File: src/rtl/core/apq_pkg.sv
package apq_pkg;

  localparam int DEPTH = 16;
  localparam int IDX_W = $clog2(DEPTH);
  localparam int CNT_W = $clog2(DEPTH + 1);
  localparam int CFG_W = 5;

  localparam int ID_W   = 16;
  localparam int PAGE_W = 8;
  localparam int PRIO_W = 4;

  typedef enum logic [1:0] {
    OP_ADD     = 2'd0,
    OP_EXTRACT = 2'd1,
    OP_CLEAR   = 2'd2,
    OP_NOP     = 2'd3
  } op_t;

  typedef enum logic [1:0] {
    ST_DONE  = 2'd0,
    ST_FULL  = 2'd1,
    ST_EMPTY = 2'd2,
    ST_RSVD  = 2'd3
  } status_t;

  typedef struct packed {
    logic [PRIO_W-1:0] prio;
    logic [PAGE_W-1:0] pages;
    logic [ID_W-1:0]   id;
  } entry_t;

  localparam int ENTRY_W = $bits(entry_t);

  typedef struct packed {
    op_t    op;
    entry_t entry;
  } cmd_t;

  typedef struct packed {
    status_t          status;
    entry_t           entry;
    logic [CNT_W-1:0] count;
    logic             is_empty;
    logic             is_full;
  } result_t;

  // entry store access from the back end
  typedef struct packed {
    logic             we;
    logic [IDX_W-1:0] waddr;
    entry_t           wdata;
    logic             re;
    logic [IDX_W-1:0] raddr;
  } ram_req_t;

endpackage

File: src/rtl/core/array_priority_queue.sv
// channel   dir  handshake          payload
// in_       in   in_tvalid/tready   tdata: entry_id, entry_pages, entry_priority
//                                   tuser: operation
// out_      out  out_tvalid/tready  tdata: out_id, out_pages, out_priority,
//                                          count, is_empty, is_full
//                                   tuser: status
// cfg_      in   cfg_wr_en          cfg_wr_data: capacity_in_use
//
// add, clear and no-op go from idle straight to the response state in the back end;
// extract on a non-empty queue reads every entry through the single read port of
// the entry store to scan for the maximum, then moves each entry after it down
// a two-deep command queue lets the input side take transactions while the
// back end works; the output register holds a result until it is taken
// reset (rst_n low, synchronous) empties the queue and sets capacity to DEPTH;
// store contents are left as they are
module array_priority_queue (
  input  logic        clk,
  input  logic        rst_n,

  input  logic        in_tvalid,
  output logic        in_tready,
  input  logic [31:0] in_tdata,   // [15:0] entry_id, [23:16] entry_pages,
                                  // [27:24] entry_priority, [31:28] zero
  input  logic [1:0]  in_tuser,   // [1:0] operation

  output logic        out_tvalid,
  input  logic        out_tready,
  output logic [39:0] out_tdata,  // [15:0] out_id, [23:16] out_pages,
                                  // [27:24] out_priority, [32:28] count,
                                  // [33] is_empty, [34] is_full, [39:35] zero
  output logic [1:0]  out_tuser,  // [1:0] status

  input  logic        cfg_wr_en,
  input  logic [4:0]  cfg_wr_data // capacity_in_use
);

  localparam int CNT_FIELD_W = 5;

  logic [apq_pkg::CFG_W-1:0] cap_r;
  logic [apq_pkg::CNT_W-1:0] cap_eff;

  logic              cmd_valid;
  apq_pkg::cmd_t     cmd;
  logic              cmd_pop;
  apq_pkg::ram_req_t ram_req;
  apq_pkg::entry_t   ram_rdata;
  logic              res_valid;
  apq_pkg::result_t  res;

  // capacity register, reset to full depth
  always_ff @(posedge clk) begin
    if (!rst_n) begin
      cap_r <= apq_pkg::CFG_W'(apq_pkg::DEPTH);
    end else if (cfg_wr_en) begin
      cap_r <= cfg_wr_data;
    end
  end

  // clamp capacity into 1..DEPTH
  always_comb begin
    if (cap_r == '0) begin
      cap_eff = apq_pkg::CNT_W'(1);
    end else if (32'(cap_r) > apq_pkg::DEPTH) begin
      cap_eff = apq_pkg::CNT_W'(apq_pkg::DEPTH);
    end else begin
      cap_eff = apq_pkg::CNT_W'(cap_r);
    end
  end

  apq_front u_front (
    .clk       (clk),
    .rst_n     (rst_n),
    .in_tvalid (in_tvalid),
    .in_tready (in_tready),
    .in_tdata  (in_tdata),
    .in_tuser  (in_tuser),
    .cmd_valid (cmd_valid),
    .cmd       (cmd),
    .cmd_pop   (cmd_pop)
  );

  apq_back u_back (
    .clk       (clk),
    .rst_n     (rst_n),
    .cmd_valid (cmd_valid),
    .cmd       (cmd),
    .cmd_pop   (cmd_pop),
    .cap       (cap_eff),
    .ram_req   (ram_req),
    .ram_rdata (ram_rdata),
    .out_valid (res_valid),
    .out_ready (out_tready),
    .out_res   (res)
  );

  // entry store
  apq_ram #(
    .WIDTH (apq_pkg::ENTRY_W),
    .DEPTH (apq_pkg::DEPTH)
  ) u_store (
    .clk   (clk),
    .we    (ram_req.we),
    .waddr (ram_req.waddr),
    .wdata (ram_req.wdata),
    .re    (ram_req.re),
    .raddr (ram_req.raddr),
    .rdata (ram_rdata)
  );

  // result packing
  assign out_tvalid       = res_valid;
  assign out_tuser        = res.status;
  assign out_tdata[15:0]  = res.entry.id;
  assign out_tdata[23:16] = res.entry.pages;
  assign out_tdata[27:24] = res.entry.prio;
  assign out_tdata[32:28] = CNT_FIELD_W'(res.count);
  assign out_tdata[33]    = res.is_empty;
  assign out_tdata[34]    = res.is_full;
  assign out_tdata[39:35] = '0;

`ifndef SYNTHESIS
  // empty flag agrees with the reported count
  a_empty_flag: assert property (@(posedge clk) disable iff (!rst_n)
    out_tvalid |-> (out_tdata[33] == (out_tdata[32:28] == 5'd0)))
    else $error("is_empty disagrees with count");

  // count never exceeds the store depth
  a_count_range: assert property (@(posedge clk) disable iff (!rst_n)
    out_tvalid |-> (32'(out_tdata[32:28]) <= apq_pkg::DEPTH))
    else $error("count beyond depth");

  // a dropped add only happens when the queue reports full
  a_drop_full: assert property (@(posedge clk) disable iff (!rst_n)
    (out_tvalid && out_tuser == apq_pkg::ST_FULL) |-> out_tdata[34])
    else $error("add dropped while not full");

  // extract on empty returns a zero payload and an empty queue
  a_empty_payload: assert property (@(posedge clk) disable iff (!rst_n)
    (out_tvalid && out_tuser == apq_pkg::ST_EMPTY) |->
      (out_tdata[27:0] == 28'd0 && out_tdata[33]))
    else $error("extract on empty with payload");
`endif

endmodule

File: src/rtl/core/apq_ram.sv
module apq_ram #(
  parameter int WIDTH = 8,
  parameter int DEPTH = 16
) (
  input  logic                     clk,
  input  logic                     we,
  input  logic [$clog2(DEPTH)-1:0] waddr,
  input  logic [WIDTH-1:0]         wdata,
  input  logic                     re,
  input  logic [$clog2(DEPTH)-1:0] raddr,
  output logic [WIDTH-1:0]         rdata
);

  logic [WIDTH-1:0] mem [DEPTH];

  always_ff @(posedge clk) begin
    if (we) begin
      mem[waddr] <= wdata;
    end
    if (re) begin
      rdata <= mem[raddr];
    end
  end

endmodule

File: src/rtl/core/apq_front.sv
module apq_front (
  input  logic            clk,
  input  logic            rst_n,
  input  logic            in_tvalid,
  output logic            in_tready,
  input  logic [31:0]     in_tdata,
  input  logic [1:0]      in_tuser,
  output logic            cmd_valid,
  output apq_pkg::cmd_t   cmd,
  input  logic            cmd_pop
);

  // two-entry command queue
  apq_pkg::cmd_t slot_r [2];
  logic          wr_ptr_r;
  logic          rd_ptr_r;
  logic [1:0]    fill_r;
  apq_pkg::cmd_t cmd_in;
  logic          push;
  logic          pop;

  always_comb begin
    cmd_in.op          = apq_pkg::op_t'(in_tuser);
    cmd_in.entry.id    = in_tdata[apq_pkg::ID_W-1:0];
    cmd_in.entry.pages = in_tdata[apq_pkg::ID_W +: apq_pkg::PAGE_W];
    cmd_in.entry.prio  = in_tdata[apq_pkg::ID_W + apq_pkg::PAGE_W +: apq_pkg::PRIO_W];
  end

  assign in_tready = (fill_r != 2'd2);
  assign cmd_valid = (fill_r != 2'd0);
  assign cmd       = slot_r[rd_ptr_r];
  assign push      = in_tvalid && in_tready;
  assign pop       = cmd_pop && cmd_valid;

  always_ff @(posedge clk) begin
    if (push) begin
      slot_r[wr_ptr_r] <= cmd_in;
    end
    if (!rst_n) begin
      wr_ptr_r <= 1'b0;
      rd_ptr_r <= 1'b0;
      fill_r   <= 2'd0;
    end else begin
      if (push) wr_ptr_r <= ~wr_ptr_r;
      if (pop)  rd_ptr_r <= ~rd_ptr_r;
      if (push && !pop)      fill_r <= fill_r + 2'd1;
      else if (pop && !push) fill_r <= fill_r - 2'd1;
    end
  end

endmodule

File: src/rtl/core/apq_back.sv
module apq_back (
  input  logic                        clk,
  input  logic                        rst_n,
  input  logic                        cmd_valid,
  input  apq_pkg::cmd_t               cmd,
  output logic                        cmd_pop,
  input  logic [apq_pkg::CNT_W-1:0]   cap,
  output apq_pkg::ram_req_t           ram_req,
  input  apq_pkg::entry_t             ram_rdata,
  output logic                        out_valid,
  input  logic                        out_ready,
  output apq_pkg::result_t            out_res
);

  typedef enum logic [1:0] {
    S_IDLE,
    S_SCAN,
    S_SHIFT,
    S_RESP
  } state_t;

  state_t                    state_r, state_nxt;
  logic [apq_pkg::CNT_W-1:0] count_r, count_nxt;
  logic [apq_pkg::CNT_W-1:0] ptr_r, ptr_nxt;
  logic [apq_pkg::IDX_W-1:0] best_idx_r, best_idx_nxt;
  apq_pkg::entry_t           best_r, best_nxt;
  apq_pkg::result_t          res_r, res_nxt;
  logic                      out_valid_r;
  apq_pkg::result_t          out_res_r;

  logic [apq_pkg::CNT_W-1:0] ptr_inc;
  logic [apq_pkg::CNT_W-1:0] ptr_dec;
  logic                      take_cur;
  logic [apq_pkg::CNT_W-1:0] shift_start;
  logic [apq_pkg::CNT_W-1:0] count_dec;

  assign ptr_inc     = ptr_r + 1'b1;
  assign ptr_dec     = ptr_r - 1'b1;
  // entry under the scan becomes the new best; strict compare keeps the earliest on ties
  assign take_cur    = (ptr_r == '0) || (ram_rdata.prio > best_r.prio);
  assign shift_start = (take_cur ? ptr_r : apq_pkg::CNT_W'(best_idx_r)) + 1'b1;
  assign count_dec   = count_r - 1'b1;

  always_comb begin
    state_nxt    = state_r;
    count_nxt    = count_r;
    ptr_nxt      = ptr_r;
    best_idx_nxt = best_idx_r;
    best_nxt     = best_r;
    res_nxt      = res_r;
    cmd_pop      = 1'b0;
    ram_req      = '0;

    unique case (state_r)
      S_IDLE: begin
        if (cmd_valid) begin
          cmd_pop          = 1'b1;
          res_nxt.status   = apq_pkg::ST_DONE;
          res_nxt.entry    = '0;
          state_nxt        = S_RESP;
          unique case (cmd.op)
            apq_pkg::OP_ADD: begin
              if (count_r >= cap) begin
                res_nxt.status = apq_pkg::ST_FULL;
              end else begin
                ram_req.we    = 1'b1;
                ram_req.waddr = count_r[apq_pkg::IDX_W-1:0];
                ram_req.wdata = cmd.entry;
                count_nxt     = count_r + 1'b1;
              end
            end
            apq_pkg::OP_EXTRACT: begin
              if (count_r == '0) begin
                res_nxt.status = apq_pkg::ST_EMPTY;
              end else begin
                ram_req.re    = 1'b1;
                ram_req.raddr = '0;
                ptr_nxt       = '0;
                state_nxt     = S_SCAN;
              end
            end
            apq_pkg::OP_CLEAR: count_nxt = '0;
            apq_pkg::OP_NOP:   count_nxt = count_r;
            default:           count_nxt = count_r;
          endcase
        end
      end

      S_SCAN: begin
        // ram_rdata holds entry ptr_r
        if (take_cur) begin
          best_nxt     = ram_rdata;
          best_idx_nxt = ptr_r[apq_pkg::IDX_W-1:0];
        end
        if (ptr_inc < count_r) begin
          ram_req.re    = 1'b1;
          ram_req.raddr = ptr_inc[apq_pkg::IDX_W-1:0];
          ptr_nxt       = ptr_inc;
        end else if (shift_start < count_r) begin
          ram_req.re    = 1'b1;
          ram_req.raddr = shift_start[apq_pkg::IDX_W-1:0];
          ptr_nxt       = shift_start;
          state_nxt     = S_SHIFT;
        end else begin
          count_nxt     = count_dec;
          res_nxt.entry = best_nxt;
          state_nxt     = S_RESP;
        end
      end

      S_SHIFT: begin
        // move entry ptr_r down one place
        ram_req.we    = 1'b1;
        ram_req.waddr = ptr_dec[apq_pkg::IDX_W-1:0];
        ram_req.wdata = ram_rdata;
        if (ptr_inc < count_r) begin
          ram_req.re    = 1'b1;
          ram_req.raddr = ptr_inc[apq_pkg::IDX_W-1:0];
          ptr_nxt       = ptr_inc;
        end else begin
          count_nxt     = count_dec;
          res_nxt.entry = best_r;
          state_nxt     = S_RESP;
        end
      end

      S_RESP: begin
        if (!out_valid_r || out_ready) begin
          state_nxt = S_IDLE;
        end
      end

      default: state_nxt = S_IDLE;
    endcase

    res_nxt.count    = count_nxt;
    res_nxt.is_empty = (count_nxt == '0);
    res_nxt.is_full  = (count_nxt >= cap);
  end

  always_ff @(posedge clk) begin
    ptr_r      <= ptr_nxt;
    best_idx_r <= best_idx_nxt;
    best_r     <= best_nxt;
    if (state_r != S_RESP) begin
      res_r <= res_nxt;
    end
    if (state_r == S_RESP && (!out_valid_r || out_ready)) begin
      out_res_r <= res_r;
    end
    if (!rst_n) begin
      state_r     <= S_IDLE;
      count_r     <= '0;
      out_valid_r <= 1'b0;
    end else begin
      state_r <= state_nxt;
      count_r <= count_nxt;
      if (state_r == S_RESP && (!out_valid_r || out_ready)) begin
        out_valid_r <= 1'b1;
      end else if (out_ready) begin
        out_valid_r <= 1'b0;
      end
    end
  end

  assign out_valid = out_valid_r;
  assign out_res   = out_res_r;

endmodule
File: config.mk
export PLATFORM = sky130hd
export DESIGN_NAME = array_priority_queue
export DESIGN_NICKNAME = d
export VERILOG_FILES = /design/src/rtl/core/apq_pkg.sv /design/src/rtl/core/array_priority_queue.sv /design/src/rtl/core/apq_ram.sv /design/src/rtl/core/apq_front.sv /design/src/rtl/core/apq_back.sv
export SDC_FILE = /design/constraint.sdc
export NUM_CORES = 1
export LEC_CHECK = 0
export ABC_AREA = 1
export BUFFER_PORTS_ARGS = -buffer_cell sky130_fd_sc_hd__clkbuf_2
export CAP_MARGIN = 20
export CORE_MARGIN = 1.5
export CORE_UTILIZATION = 60
export CTS_CLUSTER_DIAMETER = 50
export DETAILED_ROUTE_END_ITERATION = 10
export MAX_ROUTING_LAYER = met4
export PLACE_DENSITY_LB_ADDON = 0.25
export SYNTH_ARGS = -nofsm -noshare
export SYNTH_HDL_FRONTEND = slang
export SYNTH_SLANG_ARGS = --single-unit
File: constraint.sdc
create_clock -name clk -period 8.5 [get_ports clk]
set_clock_uncertainty 0.1 [all_clocks]
set_input_delay 1.7 -clock clk [delete_from_list [all_inputs] [get_ports clk]]
set_output_delay 1.7 -clock clk [all_outputs]
set_load 0.005 [all_outputs]
# After elaboration in Yosys (flattened, before gate mapping)
# Memory sizes are Yosys's and may differ from the RTL's. A register that Yosys moved wholly into a read port is not among the register bits.
# Cells that the tools add are included.
# totals
ff_bits,128
ramBits,508
in_bits,44
word_cells,140
mem_count,2
# mem_list
memory,words,word_bits,read_ports,rd_clocked_by_memory_dff,wr,line_no,source
u_store.mem,16,28,1,1,1,apq_ram.sv:14,logic [WIDTH-1:0] mem [DEPTH];
u_front.slot_r,2,30,1,1,1,apq_front.sv:14,apq_pkg::cmd_t slot_r [2];
# op_classes
n_addsub,7
n_lt_le_gt_ge,6
n_eq_ne,16
muxes,56
bitwise_logic,2
reduce_logical,25
# op_table
op,n
$mux 28,5
$mux 5,19
$pmux 28 s3,1
$mux 33,2
$pmux 33 s2,1
$pmux 5 s3,3
$mux 38,1
$logic_not 5->1,4
$mux 2,9
$ne 2x2->1 const B,8
$add 5x1->5 const B,3
$mux 1,12
$reduce_and 6->1,2
$ge 5x5->1,2
$lt 5x5->1,2
$pmux 5 s2,1
$pmux 2 s4,1
$eq 2x2->1 const B,3
$reduce_bool 2->1,3
$gt 5x5->1 const B,1
$logic_and 1x1->1,5
$sub 5x1->5 const B,1
$eq 2x1->1 const B,2
$gt 4x4->1,1
other kinds (14),20

# Logic depth before layout (Yosys ltp)
# Gate-level depths: netlist of the first run.
# logic_depth
ltp_word,10
ltp_mapped,37

# Cells and area by module
# A second synthesis of the first run with hierarchy kept.
# unflattened
hier_cells,2694
area_unflattened_um2,29140.4
# modules_own_cells
module,instances,cells_per_inst,area_per_inst_um2,seq_area_each_um2
apq_ram,1,1858,20063.0,14293.7
apq_back,1,667,6291.0,3493.4
apq_front,1,130,2531.2,1901.8
array_priority_queue,1,39,255.2,100.1

# Least setup slack after synthesis of the first run
# Ideal clock, no wire load.
# synth_timing
path_kind,register -> register
start,register u_store.rdata[27] (read register of u_store.mem)
end,"register u_back.res_r[0] in the netlist's numbering, data pin"
setup_time_ns,0.252
arrival_time_ns,4.558
t_required_ns,8.148
slack_ns,3.590
path_stages_with_launch,35
path_buffers,1
path_cell_list,edfxtp_1 > ha_1 > nand2_1 > inv_2 > nand2_1 > nand2_1 > nand2_1 > nand2_2 > buf_6 > inv_6 > nand2_2 > nand2_2 > ha_1 > nand3_1 > xor2_1 > ha_1 > nand2_1 > nor2_1 > a211oi_1 > nand2_1 > nand2_2 > nand2_1 > nand3_1 > inv_1 > nand2_1 > a21boi_0 > inv_1 > ha_1 > a21boi_0 > o21ai_0 > nand2_1 > o21ai_0 > inv_1 > nand2_1 > nand2_1
# synth_rtl
item,line_no,source
from (decl),apq_ram.sv:11,output logic [WIDTH-1:0] rdata
to (signal assigned),apq_back.sv:146,res_r <= res_nxt;
to (decl),apq_back.sv:27,"apq_pkg::result_t res_r, res_nxt;"

==> results of run 1 <==
area by class of cell:
| cell class | count | area (sq um) | area share |
|---|---|---|---|
| Clock buffer | 87 | 1870 | 0.0570 |
| Clock inverter | 39 | 297 | 0.00904 |
| Inverter | 437 | 1650 | 0.0503 |
| Multi-Input combinational cell | 1386 | 7410 | 0.226 |
| Sequential cell | 665 | 19800 | 0.604 |
| Tap cell | 615 | 769 | 0.0235 |
| Timing Repair Buffer | 144 | 1010 | 0.0308 |
path summary, 6_finish.rpt:
path                              to  slack (ns)
hold / removal    u_back.out_res[20]        0.31
hold reg to reg   u_back.out_res[20]        0.31
setup / recovery     u_back.res_r[0]        2.49
setup reg to reg     u_back.res_r[0]        2.49
stage by stage:
step                utilization  instances  setup slack (ns)
floorplan                     -       2637              3.59
global placement          0.632       3224              2.71
detailed placement        0.633       3228              2.53
CTS                       0.678       3354              2.52
global route              0.683       3373              1.84
finish                    0.683       3373              2.49
state kept, by name, indices dropped and copies added (netlist names), 2 cells and up, named ones only:
| register | flops |
|---|---|
| u_back.count_r | 5 |
| cap_r | 5 |
| u_store.mem | 448 |
| u_back.ptr_r | 5 |
| u_back.out_res | 37 |
| u_back.best_idx_r | 4 |
| u_back.best_r | 28 |
| u_back.res_r | 37 |
| u_front.slot_r | 60 |
| u_back.state_r | 2 |
| u_front.fill_r | 2 |
| u_store.rdata | 28 |
kinds of logic (layout without fill, tap and decap cells):
logic type,count (synthesis),after routing,share of synthesized area
and+or+nand+nor,1151,1151,0.188
muxes,28,28,0.00953
other,1,5,0.000128
xor gates and xnor gates,7,7,0.00209
adders and majority gates,34,34,0.0145
AOI/OAI and AO/OA,161,161,0.0304
DFF,665,665,0.673
buffers and inverters,586,707,0.0823
worst max-delay path, delay by kind of cell, from the launching register on:
| kind | cells | cell delay (ns) |
|---|---|---|
| xor+xnor | 1 | 0.18 |
| flops | 1 | 0.50 |
| simple gates | 18 | 1.88 |
| compound gates | 5 | 0.93 |
| fa+ha+maj | 4 | 1.15 |
| buf+inv | 6 | 1.02 |
metal layers:
metal  up-vias  track usage  part of all wire
met4         0        0.116             0.031
met2      1157        0.451              0.46
met3       190       0.0639              0.12
met1      9415        0.378              0.39
li1       9150            -                 -
met5         -            -                 0
cell usage in the layout (no fill, tap or decap), drive strengths merged, types with 30 or more instances in the layout:
| cell | netlist | routed |
|---|---|---|
| ha | 34 | 34 |
| nand3b | 114 | 114 |
| edfxtp | 647 | 647 |
| o21ai | 65 | 65 |
| a21oi | 58 | 58 |
| inv | 437 | 442 |
| clkinv | 0 | 30 |
| nand2 | 414 | 414 |
| nand3 | 552 | 552 |
| clkbuf | 56 | 166 |
| nor2 | 61 | 61 |
| buf | 93 | 65 |
==> flow_summary_export.csv, run 1 <==
group,metric,value,unit
clocking,cts_resized,0,
clocking,root_buffer,"clkbuf_16",
yosys,yosysMostFrequentCell,"edfxtp_1",
floorplanning,die_y,224,microns
setup_path,crit_slowest_cell,"edfxtp_1",
floorplanning,ios,88,
clocking,cts.sinks,665,
setup_path,cpPeakStageDelay,0.50,ns
route,ant_nets,0,
clocking,path_clk_slew,0.06,ns
floorplanning,die_x,224,microns
setup_path,r2r-start,"u_store.rdata[27]",
setup_path,crit_start,"u_store.rdata[27]",
global_routing,track_usage,0.291,
route,drt-pass1-iter-count,6,
route,drc,0,
timing,tightest_slew,1.11,ns
yosys,synth_ff_type,"edfxtp_1",
clocking,cts_post_setup_buffers_inserted,0,
timing,rsz0062_at_grt,"no",
finish,n_fill_cell,3334,
outcome,outcome,"finished, final reports clean",
min_path,holdCritStartpoint,"u_back.res_r[20]",
min_path,hold_depth,0,
route,drtIter0Drc,2434,
placement,dp_hpwl,38.7,mm
placement,io_buffers,78,
floorplanning,start_util,0.612,
setup_path,cp-end-kind,"register",
global_routing,grt_pass1_wl,107,mm
yosys,avgSynthCellArea,11.2,sq um
timing,setup_viol,0,
yosys,mappedNetlistArea,0.0294,sq mm
setup_path,arrival,6.28,ns
floorplanning,num_rows,80,
global_routing,grt_overflow,0,
min_path,hp-class,"register to register",
yosys,synth_area_leaders,"edfxtp_1, nand3_1, inv_1",
setup_path,rr_worst_depth,34,
yosys,ys_seq_elements,665,
route,wl_per_cell,21.0,microns
yosys,synth_area_leader_cell,"edfxtp_1",
floorplanning,core,0.0480,sq mm
finish,n_antenna_cell,0,
clocking,numCtsBuffers,70,
placement,dpl-instance-area,0.0304,sq mm
timing,fin_setup_tns,0,ns
floorplanning,floorplan.die_area,0.0503,sq mm
timing,fin_crit_sh,0.708,
setup_path,cp.required,8.77,ns
finish,drive_above_1_share,0.106,
clocking,cts_tree,"yes",
timing,final_hold_viol_count,0,
timing,finalCriticalPeriod,6.01,ns
timing,holdWs,0.314,ns
yosys,synth_commonest_cells,"edfxtp_1, nand3_1, inv_1, nand2_1, nand3b_1",
clocking,hold_buffers,0,
timing,relSlewSlack,0.259,
yosys,syn-instance-count,2633,
route,wl,70.9,mm
clocking,clock_latency,0.61,ns
route,routed_via_density,5.90,
yosys,async_reset_ff_frac,0,
route,vias,19900,
timing,fmax,166,MHz
placement,gp_congestion,0.892,
global_routing,grt_max_degree,137,
yosys,synth_edf_count,647,
clocking,clk_path_buf_depth,3,
finish,final_cell_area,0.0328,sq mm
global_routing,grt_pass1_vias,19200,
clocking,cts-htree-levels,3,
yosys,ys_seq_area_frac,0.673,
finish,nNetsFinal,2782,
yosys,synth_warnings,0,
timing,drv_slew,0,
setup_path,critPathKind,"register to register",
setup_path,crit_fanout,55,
yosys,yosysUniqueCellTypes,41,
yosys,synth_top_area_frac,0.661,
setup_path,crit_path_start_kind,"register",
finish,area_growth,11.5,%
flow_run,maxCapViolCount,0,
global_routing,antenna_found_initial,0,
setup_path,crit_top_cell,"nand2_1",
Power of run 1 is left out: the tool's default activity adds up to more than one toggle a clock period on the data nets, which glitch-free logic cannot reach.
==> run 2, diff against run 1 <==
- clock period: 8.5 -> 6.3 ns (I/O delays scaled with it)
==> run 2 against run 1 <==
Die area stayed put. Wire length down 0.45%. Largest cell class unchanged. Critical path type unchanged. Worst hold slack better by 0.0030 ns.
==> flow_summary_export.csv, run 2 (same netlist as run 1, synthesis figures left out) <==
group,metric,value,unit
outcome,outcome,"finished, final reports clean",
clocking,clk_path_buf_depth,3,
setup_path,crit_fanout,55,
floorplanning,start_util,0.612,
route,wl_per_cell,20.9,microns
placement,dpl-instance-area,0.0305,sq mm
setup_path,cpPeakStageDelay,0.46,ns
clocking,cts_post_setup_buffers_inserted,0,
clocking,path_clk_slew,0.06,ns
floorplanning,die_x,224,microns
clocking,root_buffer,"clkbuf_16",
route,ant_nets,0,
placement,io_buffers,78,
finish,top_register,"u_store.mem",
setup_path,cp-end-kind,"register",
min_path,hp-class,"register to register",
timing,tightest_slew,1.14,ns
placement,gp_congestion,0.896,
setup_path,arrival,5.52,ns
global_routing,grt_util_met3,0.0447,
floorplanning,die_y,224,microns
route,drtIter0Drc,2318,
finish,n_fill_cell,3375,
route,vias,19700,
timing,rsz0062_at_grt,"no",
clocking,hold_buffers,0,
finish,nNetsFinal,2784,
finish,n_antenna_cell,0,
finish,final_cell_area,0.0329,sq mm
setup_path,crit_top_cell,"nand2_1",
timing,setup_viol,0,
global_routing,met2_usage,0.459,
timing,fmax,190,MHz
setup_path,crit_slowest_cell,"edfxtp_1",
timing,finalCriticalPeriod,5.26,ns
finish,layout_commonest_cell,"edfxtp_1",
setup_path,critPathKind,"register to register",
placement,place_ws,1.11,ns
setup_path,crit_family,"simple AND/OR/NAND/NOR gates",
clocking,cts.sinks,665,
finish,final_cell_mix,"edfxtp_1, nand3_1, inv_1",
placement,dp.cells,3234,
global_routing,use_met1,0.386,
floorplanning,ios,88,
power,p_leak,0.0133,uW
route,routed_via_density,5.84,
global_routing,grt_max_degree,166,
setup_path,cp.required,6.56,ns
clocking,clock_latency,0.61,ns
finish,largest_register_ff_count,448,
global_routing,grt_pass1_vias,19000,
route,drc,0,
finish,drive_above_1_share,0.107,
finish,top_regs,"u_store.mem x448, u_front.slot_r x60",
setup_path,crit_path_start_kind,"register",
power,max-vdd-ir-drop,0.000576,V
global_routing,antenna_found_initial,0,
flow_run,maxCapViolCount,0,
finish,fin_cells,3370,
clocking,numCtsBuffers,68,
floorplanning,floorplan.die_area,0.0503,sq mm
floorplanning,core,0.0480,sq mm
clocking,cts_tree,"yes",
route,wl,70.6,mm
timing,fin_crit_sh,0.835,
clocking,cts_resized,0,
timing,drv_slew,0,
placement,dp_hpwl,39.2,mm
global_routing,grt_pass1_wl,107,mm
finish,area_growth,11.8,%
clocking,cts-htree-levels,3,
power,p_per_area,601,mW/mm^2
global_routing,grt_overflow,0,
power,p_total,19700,uW
timing,setup_ws,1.04,ns
timing,final_hold_viol_count,0,
timing,fin_setup_tns,0,ns
floorplanning,num_rows,80,
route,drt-pass1-iter-count,7,
timing,relSlewSlack,0.237,
global_routing,track_usage,0.290,
setup_path,crit_buf_inv,4,
global_routing,busiest_layer,"met2",
run 2: per-layer routing:
metal  up-vias  share of wire
met4         0          0.026
met3       143           0.10
li1       9131              -
met5         -              0
met1      9442           0.40
met2       978           0.47
run 2: path summary, 6_finish.rpt:
check                     from  slack [ns]  depth (start not counted)                  to
max          u_store.rdata[25]        1.04                         33     u_back.res_r[0]
min           u_back.res_r[21]        0.32                          0  u_back.out_res[21]
max reg2reg  u_store.rdata[25]        1.04                         33     u_back.res_r[0]
min reg2reg   u_back.res_r[21]        0.32                          0  u_back.out_res[21]
run 2: area by class of cell:
cell class	instances	area, sq um	share of cell area
clock buffer	83	1840	0.0561
clock inverter	36	290	0.00883
inverter	437	1650	0.0502
multi-input combinational	1386	7400	0.225
sequential	665	19800	0.602
tap	615	769	0.0234
timing repair buffer	148	1120	0.0340
run 2: metrics by stage:
| step | util | hold slack [ns] |
|---|---|---|
| final | 0.684 | 0.317 |
| after global routing | 0.684 | 0.323 |
| after CTS | 0.680 | 0.318 |
| after detailed placement | 0.635 | 0.305 |
| after global placement | 0.635 | 0.302 |
| after floorplan | - | 0.300 |
run 2: where the power goes:
group | switching, uW | internal, uW | total, uW
Sequential | 375 | 6540 | 6920
Clock | 1640 | 2210 | 3850
Combinational | 6340 | 2640 | 8980
(Power assumes the default switching activity.)
